### config.mk
export PLATFORM = sky130hd
export DESIGN_NAME = i2c_master_byte_writer_top
export DESIGN_NICKNAME = d
export VERILOG_FILES = /design/src/rtl/i2cmbw_pkg.sv /design/src/rtl/i2cmbw_front.sv /design/src/rtl/i2cmbw_fifo.sv /design/src/rtl/i2cmbw_back.sv /design/src/rtl/i2c_master_byte_writer_top.sv
export SDC_FILE = /design/constraint.sdc
export NUM_CORES = 1
export LEC_CHECK = 0
export ABC_AREA = 1
export BUFFER_PORTS_ARGS = -buffer_cell sky130_fd_sc_hd__buf_2
export CORE_MARGIN = 2
export CORE_UTILIZATION = 50
export DETAILED_ROUTE_END_ITERATION = 7
export GPL_ROUTABILITY_DRIVEN = 0
export GPL_TIMING_DRIVEN = 0
export HOLD_SLACK_MARGIN = 0.06
export PLACE_DENSITY = 0.77
export SLEW_MARGIN = 20
export SYNTH_ARGS = -nofsm -noshare
export SYNTH_HDL_FRONTEND = slang
export SYNTH_SLANG_ARGS = --single-unit
### constraint.sdc
create_clock -name clk -period 2.8 [get_ports clk]
set_input_delay 0.56 -clock clk [delete_from_list [all_inputs] [get_ports clk]]
set_output_delay 0.56 -clock clk [all_outputs]
set_load 0.01 [all_outputs]
### src/rtl/i2cmbw_pkg.sv
`timescale 1ns / 1ps

package i2cmbw_pkg;

	localparam int QUEUE_DEPTH = 2;
	localparam logic [15:0] DELAY_RESET = 16'd10;
	localparam logic [1:0] PHASE_LAST = 2'd2;
	localparam logic [2:0] BIT_LAST = 3'd7;

	typedef enum logic [2:0] {
		ST_IDLE,
		ST_START,
		ST_BIT,
		ST_ACK,
		ST_STOP
	} seq_state_t;

	typedef struct packed {
		logic [7:0] data_byte;
		logic with_start;
		logic with_stop;
	} job_t;

	typedef struct packed {
		logic scl_level;
		logic sda_level;
		logic held;
		logic ack_sample;
		logic last_phase;
	} phase_t;

	typedef struct packed {
		logic full;
		logic empty;
	} fifo_stat_t;

endpackage

### src/rtl/i2cmbw_front.sv
`timescale 1ns / 1ps

module i2cmbw_front
	import i2cmbw_pkg::*;
(
	input  logic       clk,
	input  logic       arst_n,
	input  logic       s_axis_tvalid,
	output logic       s_axis_tready,
	input  logic [7:0] s_axis_tdata,   // data_byte
	input  logic [1:0] s_axis_tuser,   // with_start, with_stop
	input  fifo_stat_t stat,
	output logic       push,
	output job_t       wr_job
);

	logic valid_s1;
	job_t job_s1;
	logic take;

	assign s_axis_tready = !valid_s1 || !stat.full;
	assign take = s_axis_tvalid && s_axis_tready;
	assign push = valid_s1 && !stat.full;
	assign wr_job = job_s1;

	always_ff @(posedge clk or negedge arst_n) begin
		if (!arst_n) begin
			valid_s1 <= 1'b0;
		end else if (take) begin
			valid_s1 <= 1'b1;
		end else if (push) begin
			valid_s1 <= 1'b0;
		end
	end

	always_ff @(posedge clk) begin
		if (take) begin
			job_s1.data_byte <= s_axis_tdata;
			job_s1.with_start <= s_axis_tuser[0];
			job_s1.with_stop <= s_axis_tuser[1];
		end
	end

endmodule

### src/rtl/i2cmbw_fifo.sv
`timescale 1ns / 1ps

module i2cmbw_fifo
	import i2cmbw_pkg::*;
#(
	parameter int DEPTH = QUEUE_DEPTH
) (
	input  logic       clk,
	input  logic       arst_n,
	input  logic       push,
	input  job_t       wr_job,
	input  logic       pop,
	output job_t       rd_job,
	output fifo_stat_t stat
);

	localparam int PW = (DEPTH > 1) ? $clog2(DEPTH) : 1;
	localparam int CW = $clog2(DEPTH + 1);

	job_t entry_q [DEPTH];
	logic [PW-1:0] wr_ptr_q;
	logic [PW-1:0] rd_ptr_q;
	logic [CW-1:0] count_q;
	logic do_push;
	logic do_pop;

	assign stat.full = (count_q == CW'(DEPTH));
	assign stat.empty = (count_q == '0);
	assign do_push = push && !stat.full;
	assign do_pop = pop && !stat.empty;
	assign rd_job = entry_q[rd_ptr_q];

	always_ff @(posedge clk or negedge arst_n) begin
		if (!arst_n) begin
			wr_ptr_q <= '0;
			rd_ptr_q <= '0;
			count_q <= '0;
		end else begin
			if (do_push) begin
				wr_ptr_q <= (wr_ptr_q == PW'(DEPTH - 1)) ? '0 : wr_ptr_q + 1'b1;
			end
			if (do_pop) begin
				rd_ptr_q <= (rd_ptr_q == PW'(DEPTH - 1)) ? '0 : rd_ptr_q + 1'b1;
			end
			if (do_push && !do_pop) begin
				count_q <= count_q + 1'b1;
			end else if (do_pop && !do_push) begin
				count_q <= count_q - 1'b1;
			end
		end
	end

	always_ff @(posedge clk) begin
		if (do_push) begin
			entry_q[wr_ptr_q] <= wr_job;
		end
	end

endmodule

### src/rtl/i2cmbw_back.sv
`timescale 1ns / 1ps

module i2cmbw_back
	import i2cmbw_pkg::*;
(
	input  logic        clk,
	input  logic        arst_n,
	input  logic [15:0] phase_delay,
	input  fifo_stat_t  stat,
	input  job_t        rd_job,
	output logic        pop,
	output logic        m_axis_tvalid,
	input  logic        m_axis_tready,
	output logic [7:0]  m_axis_tdata,   // scl_level, sda_level, held, zero fill
	output logic        m_axis_tuser,   // ack_sample
	output logic        m_axis_tlast
);

	seq_state_t state_q, state_d;
	logic [1:0] phase_q, phase_d;
	logic [2:0] bit_q, bit_d;
	job_t cur_q;
	logic scl_q;
	logic [15:0] timer_q;
	logic out_valid_q;
	phase_t out_q;
	phase_t ph;
	logic cur_bit;
	logic advance;

	assign cur_bit = cur_q.data_byte[BIT_LAST - bit_q];
	assign advance = (state_q != ST_IDLE) && (timer_q == '0)
		&& (!out_valid_q || m_axis_tready);

	// phase levels for the current position
	always_comb begin
		ph = '0;
		case (state_q)
			ST_START: begin
				ph.scl_level = (phase_q != PHASE_LAST);
				ph.sda_level = (phase_q == 2'd0);
				ph.held = 1'b1;
			end
			ST_BIT: begin
				ph.scl_level = (phase_q == 2'd0) ? scl_q : (phase_q == 2'd1);
				// sda released after the last data bit
				ph.sda_level = (phase_q == PHASE_LAST && bit_q == BIT_LAST) ? 1'b1 : cur_bit;
				ph.held = 1'b1;
			end
			ST_ACK: begin
				ph.scl_level = (phase_q == 2'd0) ? scl_q : (phase_q == 2'd1);
				ph.sda_level = 1'b1;
				ph.held = 1'b1;
				ph.ack_sample = (phase_q == 2'd1);
				ph.last_phase = (phase_q == PHASE_LAST) && !cur_q.with_stop;
			end
			ST_STOP: begin
				ph.scl_level = (phase_q == 2'd0) ? scl_q : 1'b1;
				ph.sda_level = (phase_q == PHASE_LAST);
				ph.held = (phase_q == 2'd1);
				ph.last_phase = (phase_q == PHASE_LAST);
			end
			default: begin
				ph = '0;
			end
		endcase
	end

	always_comb begin
		state_d = state_q;
		phase_d = phase_q;
		bit_d = bit_q;
		pop = 1'b0;
		case (state_q)
			ST_IDLE: begin
				if (!stat.empty) begin
					pop = 1'b1;
					state_d = rd_job.with_start ? ST_START : ST_BIT;
					phase_d = '0;
					bit_d = '0;
				end
			end
			ST_START, ST_BIT, ST_ACK, ST_STOP: begin
				if (advance) begin
					if (phase_q != PHASE_LAST) begin
						phase_d = phase_q + 1'b1;
					end else begin
						phase_d = '0;
						case (state_q)
							ST_START: state_d = ST_BIT;
							ST_BIT: begin
								if (bit_q == BIT_LAST) begin
									state_d = ST_ACK;
								end else begin
									bit_d = bit_q + 1'b1;
								end
							end
							ST_ACK: state_d = cur_q.with_stop ? ST_STOP : ST_IDLE;
							default: state_d = ST_IDLE;
						endcase
					end
				end
			end
			default: begin
				state_d = ST_IDLE;
			end
		endcase
	end

	always_ff @(posedge clk or negedge arst_n) begin
		if (!arst_n) begin
			state_q <= ST_IDLE;
			phase_q <= '0;
			bit_q <= '0;
			scl_q <= 1'b1;
			timer_q <= '0;
			out_valid_q <= 1'b0;
		end else begin
			state_q <= state_d;
			phase_q <= phase_d;
			bit_q <= bit_d;
			if (advance) begin
				scl_q <= ph.scl_level;
				out_valid_q <= 1'b1;
				timer_q <= ph.held ? phase_delay : '0;
			end else begin
				if (m_axis_tready) begin
					out_valid_q <= 1'b0;
				end
				if (timer_q != '0) begin
					timer_q <= timer_q - 1'b1;
				end
			end
		end
	end

	always_ff @(posedge clk) begin
		if (pop) begin
			cur_q <= rd_job;
		end
		if (advance) begin
			out_q <= ph;
		end
	end

	assign m_axis_tvalid = out_valid_q;
	assign m_axis_tdata = {5'b0, out_q.held, out_q.sda_level, out_q.scl_level};
	assign m_axis_tuser = out_q.ack_sample;
	assign m_axis_tlast = out_q.last_phase;

endmodule

### src/rtl/i2c_master_byte_writer_top.sv
`timescale 1ns / 1ps

// channel    dir  handshake               payload
// s_axis     in   s_axis_tvalid/tready    tdata: data_byte; tuser: with_start, with_stop
// m_axis     out  m_axis_tvalid/tready    tdata: scl, sda, held; tuser: ack_sample; tlast
// cfg        in   cfg_valid/cfg_ready     cfg_data: phase_delay
//
// an item gives 27 phases, 30 with start or stop, 33 with both
// a held phase waits out phase_delay before the next phase, a momentary one does not; fetching the
// next byte delays the bus only after a stop, else it hides under the final held phase
// inputs are taken while a byte is on the bus, until the queue fills
// reset is asynchronous: bus state idle high, phase_delay back to 10
// an output stall freezes the phase sequencer on the pending beat

module i2c_master_byte_writer_top
	import i2cmbw_pkg::*;
#(
	parameter int DEPTH = QUEUE_DEPTH
) (
	input  logic        clk,
	input  logic        arst_n,
	input  logic        s_axis_tvalid,
	output logic        s_axis_tready,
	input  logic [7:0]  s_axis_tdata,   // data_byte
	input  logic [1:0]  s_axis_tuser,   // with_start, with_stop
	output logic        m_axis_tvalid,
	input  logic        m_axis_tready,
	output logic [7:0]  m_axis_tdata,   // scl_level, sda_level, held, zero fill
	output logic        m_axis_tuser,   // ack_sample
	output logic        m_axis_tlast,
	input  logic        cfg_valid,
	output logic        cfg_ready,
	input  logic [15:0] cfg_data
);

	logic [15:0] phase_delay_q;
	fifo_stat_t stat;
	logic push;
	logic pop;
	job_t wr_job;
	job_t rd_job;

	assign cfg_ready = 1'b1;

	always_ff @(posedge clk or negedge arst_n) begin
		if (!arst_n) begin
			phase_delay_q <= DELAY_RESET;
		end else if (cfg_valid && cfg_ready) begin
			phase_delay_q <= cfg_data;
		end
	end

	i2cmbw_front u_front (
		.clk(clk),
		.arst_n(arst_n),
		.s_axis_tvalid(s_axis_tvalid),
		.s_axis_tready(s_axis_tready),
		.s_axis_tdata(s_axis_tdata),
		.s_axis_tuser(s_axis_tuser),
		.stat(stat),
		.push(push),
		.wr_job(wr_job)
	);

	i2cmbw_fifo #(
		.DEPTH(DEPTH)
	) u_fifo (
		.clk(clk),
		.arst_n(arst_n),
		.push(push),
		.wr_job(wr_job),
		.pop(pop),
		.rd_job(rd_job),
		.stat(stat)
	);

	i2cmbw_back u_back (
		.clk(clk),
		.arst_n(arst_n),
		.phase_delay(phase_delay_q),
		.stat(stat),
		.rd_job(rd_job),
		.pop(pop),
		.m_axis_tvalid(m_axis_tvalid),
		.m_axis_tready(m_axis_tready),
		.m_axis_tdata(m_axis_tdata),
		.m_axis_tuser(m_axis_tuser),
		.m_axis_tlast(m_axis_tlast)
	);

endmodule

# After elaboration in Yosys (flattened, before gate mapping)
# Memory sizes are Yosys's and may differ from the RTL's.
# Cells that the tools add are included.
[word_totals] reg_bits=71 ram_bits=20 inputBits=31 output_inout_bits=13 memories=1
[op_classes] addsub=8 n_lt_le_gt_ge=1 n_eq_ne=15 muxes=40 n_reduce_logical=34
[mem_list] memory="u_fifo.entry_q" depth=2 word_bits=10 read_ports=1 rd_clocked_by_memory_dff=0 write_ports=1 line_no="i2cmbw_fifo.sv:20" text="job_t entry_q [DEPTH];"
[op_table] op="$mux 16" count=3
[op_table] op="$mux 3" count=10
[op_table] op="$logic_not 16->1" count=1
[op_table] op="$reduce_bool 16->1" count=1
[op_table] op="$sub 16x1->16 const B" count=1
[op_table] op="$mux 1" count=14
[op_table] op="$mux 2" count=6
[op_table] op="$pmux 3 s2" count=2
[op_table] op="$pmux 3 s4" count=1
[op_table] op="$logic_and 1x1->1" count=10
[op_table] op="$reduce_bool 2->1" count=5
[op_table] op="$pmux 3 s3" count=1
[op_table] op="$ne 2x2->1 const B" count=4
[op_table] op="$logic_not 1->1" count=7
[op_table] op="$eq 3x2->1 const B" count=2
[op_table] op="$eq 3x3->1 const B" count=2
[op_table] op="$reduce_and 6->1" count=1
[op_table] op="$add 2x1->2 const B" count=2
[op_table] op="$eq 2x2->1 const B" count=2
[op_table] op="$logic_not 2->1" count=2
[op_table] op="$lt 3x4->1 const B" count=1
[op_table] op="$ne 2x1->1 const B" count=2
[op_table] op="$pmux 2 s2" count=1
[op_table] op="$reduce_and 4->1" count=1
[op_table] op="14 further kinds" count=16

# Depth between registers and ports, before layout
# Gate-level depths: netlist (run 1).
[logic_depth] word_depth=8 ltp_mapped=10 ltp_nobuf=10

# Cells and area by module
# Synthesis (run 1) repeated with hierarchy kept, for this count alone.
[unflattened] cells_unflattened=496 hier_area_um2=4444.3
[modules_own_cells] module="i2cmbw_back" instances=1 cells_per_inst=325 area_per_inst_um2=2479.9 seq_area_each_um2=1072.3
[modules_own_cells] module="i2cmbw_fifo" instances=1 cells_per_inst=84 area_per_inst_um2=957.2 seq_area_each_um2=700.7
[modules_own_cells] module="i2c_master_byte_writer_top" instances=1 cells_per_inst=70 area_per_inst_um2=658.1 seq_area_each_um2=402.9
[modules_own_cells] module="i2cmbw_front" instances=1 cells_per_inst=17 area_per_inst_um2=349.1 seq_area_each_um2=325.3

# Worst setup path before layout (run 1)
# No wires, ideal clock.
[synth_path] path_type="register to register" startpoint="register u_back.state_q[1]" endpoint="register u_fifo.count_q[1]" setup_ns=0.131 arrival_ns=2.153 required_time_ns=2.669 slack_ns=0.516 stages_incl_launch_ff=11 path_buffers=0 synth_period_minus_slack_ns=2.284 path_cell_list="dfrtp_1 inv_2 nand2_2 nor2_1 inv_2 a21oi_1 inv_1 ha_1 a21oi_1 o21ai_0 xor2_1"
[synth_via] elab_chain_cells=6 word_cells_on_any_way=8
[synth_rtl] element="from (decl)" line_no="i2cmbw_back.sv:19" text="seq_state_t state_q, state_d;"
[synth_rtl] element="from (signal assigned)" line_no="i2cmbw_back.sv:119" text="state_q <= state_d;"
[synth_rtl] element="$logic_not 3->1 *" line_no="i2cmbw_back.sv:74" text="case (state_q)"
[synth_rtl] element="$mux 1 *" line_no="i2cmbw_back.sv:74"
[synth_rtl] element="via pop" line_no="i2c_master_byte_writer_top.sv:39" text="logic pop;"
[synth_rtl] element="$logic_and 1x1->1 *" line_no="i2cmbw_fifo.sv:30" text="assign do_pop = pop && !stat.empty;"
[synth_rtl] element="$logic_not 1->1" line_no="i2cmbw_fifo.sv:45" text="if (do_push && !do_pop) begin"
[synth_rtl] element="$logic_and 1x1->1" line_no="i2cmbw_fifo.sv:45"
[synth_rtl] element="$mux 2 / $reduce_bool 2->1 (equally long branches)"
[synth_rtl] element="to (signal assigned)" line_no="i2cmbw_fifo.sv:46" text="count_q <= count_q + 1'b1;"
[synth_rtl] element="to (signal assigned)" line_no="i2cmbw_fifo.sv:48" text="count_q <= count_q - 1'b1;"
[synth_rtl] element="to (decl)" line_no="i2cmbw_fifo.sv:23" text="logic [CW-1:0] count_q;"
# Mark *: on every way through the listed nets, which the timed path passes. The rest lies on a longest branch.
# A chain may end at the register's enable or synchronous reset.

# Final worst setup path (run 1)
# Same ends and word-level chain as after synthesis.

==> results of run 1 <==
-- cells by family (layout without fill, tap and decap cells) --
group	count (synthesis)	after routing	share of synthesized area
other	2	6	0.00176
muxes	6	6	0.0156
buffers and inverters	69	121	0.0679
and+or+nand+nor	212	212	0.218
DFF	91	91	0.588
xor gates and xnor gates	11	11	0.0226
AOI/OAI and AO/OA	57	57	0.0717
adders and majority gates	5	5	0.0147
-- synthesized netlist by cell type --
| master | n |
|---|---|
| mux2_2 | 5 |
| o22ai_1 | 1 |
| o211ai_1 | 2 |
| ha_1 | 5 |
| nand3b_1 | 2 |
| xnor2_1 | 4 |
| dfstp_2 | 3 |
| o31ai_1 | 1 |
| o21ai_0 | 28 |
| o21ai_4 | 1 |
| xor2_1 | 7 |
| o21ai_1 | 11 |
| dfrtp_1 | 44 |
| buf_4 | 6 |
| nand4_2 | 1 |
| clkbuf_1 | 3 |
| clkinv_1 | 1 |
| nand4_1 | 4 |
| mux2i_1 | 1 |
| nor3_1 | 1 |
| inv_2 | 6 |
| edfxtp_1 | 44 |
| nor2_2 | 7 |
| nand4_4 | 2 |
| nor2_1 | 53 |
| or2_2 | 2 |
| nand2_1 | 116 |
| a21oi_1 | 13 |
| nand3_1 | 18 |
| inv_1 | 51 |
| buf_1 | 1 |
| nand2_4 | 2 |
| nand2_2 | 4 |
| buf_6 | 1 |
| conb_1 | 2 |
-- per-stage QoR --
step | cell area [µm²] | worst slack [ns]
after floorplan | 4270 | 0.516
after global placement | 4580 | 0.229
after detailed placement | 4580 | 0.107
after CTS | 4790 | 0.0810
after global routing | 4790 | 0.252
final | 4790 | 0.449
-- worst paths after layout --
kind                                             end  slack, ns  cells past startpoint
worst max-delay path               u_fifo.count_q[1]       0.45                     10
worst min-delay path               phase_delay_q[15]       0.19                      1
worst max register to register     u_fifo.count_q[1]       0.45                     10
worst min register to register  u_fifo.entry_q[0][2]       0.45                      0
max in group asynchronous          u_back.timer_q[8]       2.20                      1
min in group clk                   u_front.wr_job[9]       0.36                      1
-- state kept, by name (all words and copies together) (netlist names) --
name / count
u_back.m_axis_tuser: 1
u_front.wr_job: 10
u_back.m_axis_tvalid: 1
u_front.valid_s1: 1
u_fifo.count_q: 2
u_back.bit_q: 3
u_fifo.rd_ptr_q: 1
u_fifo.wr_ptr_q: 1
u_back.state_q: 3
u_back.cur_q: 9
u_back.scl_q: 1
u_back.timer_q: 16
u_back.phase_q: 2
u_back.m_axis_tdata: 3
u_back.m_axis_tlast: 1
u_fifo.entry_q: 20
phase_delay_q: 16
-- final cells by class --
cell class	instances	share of cell area
repair buffers	36	0.0381
well taps	105	0.0274
flip-flops and latches	91	0.522
clock buffers	9	0.0258
plain buffers	11	0.0149
inverters	58	0.0454
clock inverters	7	0.0164
multi-input cells	297	0.310
-- where the power goes --
| group | internal [mW] | leakage, nW | switching, mW | total (mW) |
|---|---|---|---|---|
| Combinational | 0.323 | 1.12 | 0.714 | 1.04 |
| Sequential | 1.78 | 0.981 | 0.143 | 1.92 |
| Clock | 0.354 | 0.102 | 0.515 | 0.870 |
| Total | 2.46 | 2.20 | 1.37 | 3.83 |
-- worst reg2reg max path, stage by stage (launching register included) --
cell and delay [ns]:
dfrtp_1 0.44, inv_2 0.11, nand2_2 0.07, nor2_1 0.14, inv_2 0.11, a21oi_2 0.46
inv_1 0.11, ha_1 0.35, a21oi_1 0.13, o21ai_0 0.13, xor2_1 0.17
-- metal layers --
metal / vias to the layer above / GRT usage / wire length, µm
met4: 0 / 0.0786 / 148
met2: 70 / 0.281 / 3400
li1: 1558 / - / -
met3: 13 / 0.0298 / 396
met1: 1410 / 0.243 / 3490
met5: - / 0 / 0
-- repair_timing --
action / in CTS / in global routing
setup buffers: 0 / 0
resized for setup: 0 / 1
hold buffers: 0 / 0
setup endpoints to repair: 0 / 1
==> impl_metrics.py, run 1 <==
metrics = {
    "power_and_ir_drop": {
        "ir_worst_vdd_uv": 593,
        "fin_total_pwr_mw": 3.83,
        "p_per_area_nw_per_um2": 799,
        "power.leakage_nw": 2.20,
    },
    "cells_and_area": {
        "antenna_cells": 0,
        "final_cell_mix": "nand2_1, nor2_1, inv_1",
        "nets": 540,
        "drive_above_1_share": 0.183,
        "final_common_cell": "nand2_1",
        "seqCellArea_um2": 2500,
        "multi_input_area_um2": 1490,
        "syn_to_final_growth_pct": 12.6,
        "final_util": 0.583,
        "fillerInstances": 689,
        "final_cells": 614,
    },
    "timing": {
        "hold_ws_ns": 0.190,
        "slew_violations": 0,
        "finClkSkew_ns": 0.0126,
        "finalCritPeriodShare": 0.840,
        "hold_viol_final": 0,
        "setup_tns_ns": 0,
        "tightestPinTransition_ns": 0.890,
        "fmax_mhz": 425,
        "finalSetupViolCount": 0,
        "period_minus_slack_ns": 2.35,
        "rsz0062_at_grt": "no",
        "slew_headroom": 0.405,
    },
    "cts": {
        "cts_tree": "built",
        "root_buffer": "clkbuf_8",
        "clk_pin_slew_ns": 0.10,
        "clock_sinks": 91,
        "h-tree-depth": 3,
        "clock_path_buffers": 2,
        "cts_buffers": 9,
        "clock_latency_ns": 0.36,
    },
    "flow_run": {
        "maxCapViolations": 0,
    },
    "logic_synthesis": {
        "yosys_warnings": 0,
        "yosysTopAreaCell": "edfxtp_1",
        "synth_area_leaders": "edfxtp_1, dfrtp_1, nand2_1",
        "ys_ff_latch": 91,
        "synth_area_um2": 4260,
        "syn-mean-instance-area_um2": 9.40,
        "postSynthCellCount": 453,
        "synth-seq-area-share": 0.588,
        "synth_top_area_frac": 0.310,
        "synth.distinct_cells": 35,
    },
    "worst_setup_path": {
        "worstPathArrival_ns": 2.59,
        "startpoint": "u_back.state_q[1]",
        "critical_path.most_common_cell": "inv_2",
        "critPathTopFamily": "compound AO/OA/AOI/OAI gates",
        "worstSetupEndpointType": "flip-flop",
        "crit_buf_inv": 3,
        "crit_fanout": 11,
        "path_cells": "inv_2 -> nand2_2 -> nor2_1 -> inv_2 -> a21oi_2 -> inv_1 -> ha_1 -> a21oi_1 -> o21ai_0 -> xor2_1",
        "crit_type": "reg -> reg",
        "cp_data_required_time_ns": 3.04,
        "crit_slowest_cell": "a21oi_2",
        "max_stage_delay_ns": 0.45,
        "cp-start-kind": "flip-flop",
        "r2r_start": "u_back.state_q[1]",
    },
    "global_route": {
        "grt_max_degree": 48,
        "antenna_found_initial": 0,
        "grtUsageTotal": 0.178,
        "overflow": 0,
        "grt_pass1_vias": 2844,
        "grt_pass1_wl_mm": 12.6,
    },
    "die": {
        "die_area_um2": 9270,
        "fp.coreArea_um2": 8220,
        "die_w_um": 96.3,
        "start_util": 0.518,
        "fp.dieH_um": 96.3,
        "rows": 33,
        "io_pins": 44,
    },
    "detailed_routing": {
        "antenna_left": 0,
        "viasPerCell": 4.97,
        "drc": 0,
        "drtPass1Iterations": 4,
        "wl_mm": 7.43,
        "vias": 3051,
        "wl_per_cell_um": 12.1,
        "drt_iter0_drc": 199,
    },
    "run_status": {
        "status": "finished clean",
    },
    "place": {
        "placed_cells_incl_taps": 598,
        "dpl.hpwl_mm": 5.51,
        "io_buffers": 36,
    },
    "worst_hold_path": {
        "hp-class": "in -> async",
    },
}
(Power assumes the default switching activity.)
==> run 2: changes to the inputs <==
Clock period 2.8 ns to 2.3 ns, I/O delays scaled along.
==> run 2 against run 1 <==
Total power up 23%. Flip-flop and latch count stayed put. Via count grew 0.13%. Clock power is 22% higher. Non-clock buffer count up 2. Largest cell class unchanged.
==> impl_metrics.py, run 2 (synthesis results as in run 1) <==
metrics = {
    "place": {
        "placed_cells_incl_taps": 598,
        "pre_cts_ws_ns": -0.393,
        "dpl.hpwl_mm": 5.51,
        "io_buffers": 36,
    },
    "worst_setup_path": {
        "worstRegToRegCells": 10,
        "r2r_slack_ns": 0.32,
        "cp-start-kind": "flip-flop",
        "cp_data_required_time_ns": 2.54,
        "r2r_start": "u_back.state_q[1]",
        "crit_type": "reg -> reg",
        "worstSetupEndpointType": "flip-flop",
        "worstPathArrival_ns": 2.22,
        "timing.rr.end": "u_fifo.count_q[1]",
        "crit_fanout": 5,
    },
    "cts": {
        "cts_buffers": 9,
        "clock_sinks": 91,
        "cts_hold_buf": 0,
        "clock_path_buffers": 2,
        "h-tree-depth": 3,
        "clk_pin_slew_ns": 0.10,
        "cts_tree": "built",
        "root_buffer": "clkbuf_8",
        "clock_latency_ns": 0.37,
    },
    "timing": {
        "tightestPinTransition_ns": 0.888,
        "hold_viol_final": 0,
        "fin_ws_ns": 0.317,
        "period_minus_slack_ns": 1.98,
        "finalSetupViolCount": 0,
        "fmax_mhz": 504,
        "hold_ws_ns": 0.0872,
        "finClkSkew_ns": 0.0117,
        "slew_violations": 0,
        "slew_headroom": 0.406,
        "finalCritPeriodShare": 0.862,
        "rsz0062_at_grt": "no",
    },
    "cells_and_area": {
        "drive_above_1_share": 0.186,
        "final_common_cell": "nand2_1",
        "largestRegisters": "u_fifo.entry_q x20, phase_delay_q x16, u_back.timer_q x16",
        "largest_register_ffs": 20,
        "antenna_cells": 0,
        "top_register": "u_fifo.entry_q",
        "syn_to_final_growth_pct": 13.1,
        "final_cells": 616,
        "nets": 542,
        "final_util": 0.586,
        "fillerInstances": 690,
        "final_cell_mix": "nand2_1, nor2_1, inv_1",
    },
    "power_and_ir_drop": {
        "switching_share": 0.360,
        "combPwrFrac": 0.279,
        "p_per_area_nw_per_um2": 980,
        "fin_total_pwr_mw": 4.72,
        "power.leakage_nw": 2.21,
        "clkPwrFrac": 0.225,
        "p_sw_mw": 1.70,
        "seq_power_share": 0.495,
        "ir_worst_vdd_uv": 705,
        "power.internal_mw": 3.02,
    },
    "global_route": {
        "grtUsageTotal": 0.178,
        "overflow": 0,
        "antenna_found_initial": 0,
        "grt_pass1_wl_mm": 12.6,
        "grt_pass1_vias": 2851,
        "grt_max_degree": 48,
    },
    "run_status": {
        "status": "finished clean",
    },
    "die": {
        "rows": 33,
        "start_util": 0.518,
        "io_pins": 44,
        "die_w_um": 96.3,
        "fp.dieH_um": 96.3,
        "die_area_um2": 9270,
        "fp.coreArea_um2": 8220,
    },
    "detailed_routing": {
        "drt_iter0_drc": 166,
        "drc": 0,
        "vias": 3055,
        "antenna_left": 0,
        "drtPass1Iterations": 4,
        "wl_mm": 7.49,
        "viasPerCell": 4.96,
        "wl_per_cell_um": 12.2,
    },
    "worst_hold_path": {
        "hp-class": "in -> async",
    },
    "flow_run": {
        "maxCapViolations": 0,
    },
}
run 2: critical path: stages, from the launching register on:
cell	delay, ns
dfrtp_1	0.44
inv_2	0.11
nand2_2	0.07
nor2_1	0.14
inv_2	0.12
a21oi_4	0.16
inv_1	0.07
ha_1	0.33
a21oi_1	0.13
o21ai_0	0.13
xor2_1	0.17
run 2: worst max path at each step:
| stage | start | end | slack [ns] | cells past startpoint |
|---|---|---|---|---|
| 4_1_cts | u_back.state_q[1] | u_fifo.count_q[1] | 0.08 | 10 |
| 3_3_place_gp | u_back.state_q[1] | u_fifo.count_q[1] | -0.27 | 10 |
| 3_5_place_dp | u_back.state_q[1] | u_fifo.count_q[1] | -0.39 | 10 |
| 5_1_grt | u_back.state_q[1] | u_fifo.count_q[1] | 0.21 | 10 |
| 2_1_floorplan | u_back.state_q[1] | u_fifo.count_q[1] | 0.02 | 10 |
| 6_report | u_back.state_q[1] | u_fifo.count_q[1] | 0.32 | 10 |
run 2: repair_timing:
item                                    4_1_cts  5_1_grt
resized for setup                             2        0
endpoints found under the setup margin        2        1
buffers inserted                              0        2
pin swaps                                     0        0
run 2: metrics by stage:
stage / TNS [ns] / area, µm²
after floorplan: 0 / 4270
after global placement: -0.316 / 4580
after detailed placement: -0.476 / 4580
after CTS: 0 / 4800
after global routing: 0 / 4810
final: 0 / 4810
run 2: area by class of cell:
type	instances	area [µm²]	area share
timing repair buffer	38	198	0.0411
multi-input combinational	297	1490	0.310
tap	105	131	0.0273
sequential	91	2500	0.519
clock buffer	9	124	0.0257
clock inverter	7	78.8	0.0164
inverter	58	218	0.0452
buffer	11	71.3	0.0148
run 2: routing by layer:
| layer | vias up | global-route usage | part of all wire | routed length [µm] |
|---|---|---|---|---|
| li1 | 1558 | - | - | - |
| met1 | 1413 | 0.243 | 0.46 | 3470 |
| met2 | 70 | 0.282 | 0.46 | 3430 |
| met3 | 14 | 0.0298 | 0.058 | 436 |
| met4 | 0 | 0.0786 | 0.020 | 148 |
| met5 | - | 0 | 0 | 0 |
run 2: power by group through the flow:
| stage | logic [mW] | registers (mW) | clock network [mW] |
|---|---|---|---|
| 5_1_grt | 1.51 | 2.37 | 1.15 |
| 4_1_cts | 1.29 | 2.34 | 1.09 |
| 6_report | 1.32 | 2.34 | 1.06 |
| 2_1_floorplan | 0.972 | 2.32 | 0 |
| 3_5_place_dp | 1.26 | 2.37 | 0 |
| 3_3_place_gp | 1.20 | 2.35 | 0 |
==> run 3: changes to the inputs <==
Settings changed: ABC_AREA 1 to 0, CORE_UTILIZATION 50 to 35, PLACE_DENSITY 0.77 to 0.6.
==> run 3 against run 2 <==
Core utilization fell by 16 points. Clock power rose by 37%. Final area rose by 0.99%. Cell count fell by 16%. Sequential power fell by 11%. Critical endpoint is now u_back.scl_q. Routed wire length fell by 8.8%. Sequential share of layout area fell by 0.51 points. Flip-flop and latch count did not move. Total power fell by 12%. Synthesized cell count fell by 32%.
==> impl_metrics.py, run 3 <==
metrics = {
    "run_status": {
        "status": "finished clean",
    },
    "worst_setup_path": {
        "worstPathArrival_ns": 2.48,
        "crit_fanout": 7,
        "r2r_start": "u_back.timer_q[0]",
        "worstSetupEndpointType": "flip-flop",
        "cp-start-kind": "flip-flop",
        "path_cells": "inv_2 -> ha_2 -> nor4b_4 -> nand4_4 -> or3_1 -> buf_6 -> inv_4 -> mux2_1",
        "crit_type": "reg -> reg",
        "timing.rr.end": "u_back.scl_q",
        "critPathTopFamily": "simple AND/OR/NAND/NOR gates",
        "crit_slowest_cell": "or3_1",
        "worstRegToRegCells": 8,
        "crit_buf_inv": 3,
        "cp_data_required_time_ns": 2.57,
        "max_stage_delay_ns": 0.42,
        "r2r_slack_ns": 0.08,
    },
    "logic_synthesis": {
        "synth_area_leaders": "edfxtp_1, dfrtp_1, mux2_2",
        "ys_ff_latch": 91,
        "synth_edf_count": 44,
        "synth-seq-area-share": 0.612,
        "synth.distinct_cells": 55,
        "yosysTopAreaCell": "edfxtp_1",
        "syn-mean-instance-area_um2": 13.2,
        "ys.flop_type": "edfxtp_1",
        "ys_async_sr_fraction": 0.516,
        "synth_top_area_frac": 0.323,
        "postSynthCellCount": 310,
        "synthTopCellsByCount": "dfrtp_1, edfxtp_1, nand2_1, mux2_2, nor2_1",
        "yosys_warnings": 0,
        "synth_area_um2": 4090,
    },
    "timing": {
        "finClkSkew_ns": 0.00677,
        "finalSetupViolCount": 0,
        "fin_ws_ns": 0.0828,
        "slew_headroom": 0.444,
        "hold_viol_final": 0,
        "fmax_mhz": 451,
        "setup_tns_ns": 0,
        "finalCritPeriodShare": 0.964,
        "slew_violations": 0,
        "hold_ws_ns": 0.124,
        "tightestPinTransition_ns": 0.830,
        "period_minus_slack_ns": 2.22,
    },
    "cts": {
        "clk_pin_slew_ns": 0.07,
        "clock_sinks": 91,
        "clock_latency_ns": 0.34,
        "root_buffer": "clkbuf_16",
        "h-tree-depth": 3,
        "cts_hold_buf": 0,
        "clock_path_buffers": 2,
        "cts_tree": "built",
        "cts_buffers": 9,
    },
    "cells_and_area": {
        "nets": 408,
        "final_util": 0.426,
        "drive_above_1_share": 0.326,
        "antenna_cells": 0,
        "final_cell_mix": "dfrtp_1, edfxtp_1, nand2_1",
        "largestRegisters": "u_fifo.entry_q x20, phase_delay_q x16, u_back.timer_q x16",
        "top_register": "u_fifo.entry_q",
        "syn_to_final_growth_pct": 19.0,
        "largest_register_ffs": 20,
        "fillerInstances": 1123,
    },
    "power_and_ir_drop": {
        "ir_worst_vdd_uv": 501,
        "power.leakage_nw": 1.92,
        "p_per_area_nw_per_um2": 855,
        "fin_total_pwr_mw": 4.16,
    },
    "place": {
        "dpl.hpwl_mm": 4.70,
        "io_buffers": 36,
        "pre_cts_ws_ns": -0.0827,
    },
    "die": {
        "die_w_um": 112,
        "die_area_um2": 12600,
        "rows": 39,
        "fp.dieH_um": 112,
        "start_util": 0.358,
        "io_pins": 44,
        "fp.coreArea_um2": 11400,
    },
    "detailed_routing": {
        "wl_per_cell_um": 13.1,
        "wl_mm": 6.83,
        "drt_iter0_drc": 91,
        "antenna_left": 0,
        "viasPerCell": 4.73,
        "vias": 2458,
        "drc": 0,
        "drtPass1Iterations": 4,
    },
    "global_route": {
        "antenna_found_initial": 0,
        "grtUsageTotal": 0.119,
        "overflow": 0,
        "grt_pass1_vias": 2443,
        "grt_max_degree": 48,
        "grt_pass1_wl_mm": 11.8,
    },
    "flow_run": {
        "maxCapViolations": 0,
    },
    "worst_hold_path": {
        "hp-class": "in -> async",
    },
}
run 3: repair_timing:
item / in CTS / in global routing
resized for setup: 1 / 7
pin swaps: 0 / 4
hold endpoints to repair: 0 / 0
endpoints found under the setup margin: 6 / 15
buffers inserted: 2 / 9
run 3: cell families (layout without fill, tap and decap cells):
| group | Yosys count | after routing | share of synthesized area |
|---|---|---|---|
| other | 2 | 6 | 0.00184 |
| multiplexers | 35 | 35 | 0.0998 |
| XOR/XNOR | 13 | 13 | 0.0279 |
| AND/OR/NAND/NOR | 102 | 102 | 0.152 |
| AO/OA/AOI/OAI | 36 | 36 | 0.0573 |
| flip-flops | 91 | 91 | 0.612 |
| adder cells (fa/ha/maj) | 5 | 5 | 0.0153 |
| buffers and inverters | 26 | 89 | 0.0337 |
run 3: power by group:
group | switching [mW] | internal (mW)
clock | 0.679 | 0.773
sequential | 0.0901 | 1.99
combinational | 0.345 | 0.275
run 3: worst max-delay path by stage:
stage	slack [ns]	cells past startpoint	startpoint	end
after floorplan	0.21	8	u_back.timer_q[0]	u_back.scl_q
after global placement	-0.02	7	u_back.state_q[2]	u_back.bit_q[1]
after detailed placement	-0.08	7	u_back.state_q[2]	u_back.bit_q[1]
after CTS	0.03	8	u_back.timer_q[0]	u_back.bit_q[1]
after global routing	-0.02	8	u_back.timer_q[1]	u_back.state_q[1]
final	0.08	8	u_back.timer_q[0]	u_back.scl_q
run 3: final cells by class:
type / count / area [µm²] / area share
Multi-Input combinational cell: 197 / 1470 / 0.303
Timing Repair Buffer: 47 / 269 / 0.0553
Clock inverter: 7 / 71.3 / 0.0147
Clock buffer: 9 / 225 / 0.0463
Tap cell: 143 / 179 / 0.0368
Inverter: 7 / 28.8 / 0.00592
Sequential cell: 91 / 2500 / 0.514
Buffer: 19 / 114 / 0.0234
run 3: stage by stage:
stage,cells,area (µm²)
3_3_place_gp,493,4460
6_report,520,4860
4_1_cts,511,4770
5_1_grt,520,4860
2_1_floorplan,314,4100
3_5_place_dp,493,4460
run 3: per-layer routing:
metal  vias to the layer above  part of all wire  GRT usage
li1                       1233                 -          -
met1                      1157              0.48      0.158
met2                        57              0.45      0.185
met3                        11             0.049     0.0356
met4                         0             0.019     0.0488
met5                         -                 0          0
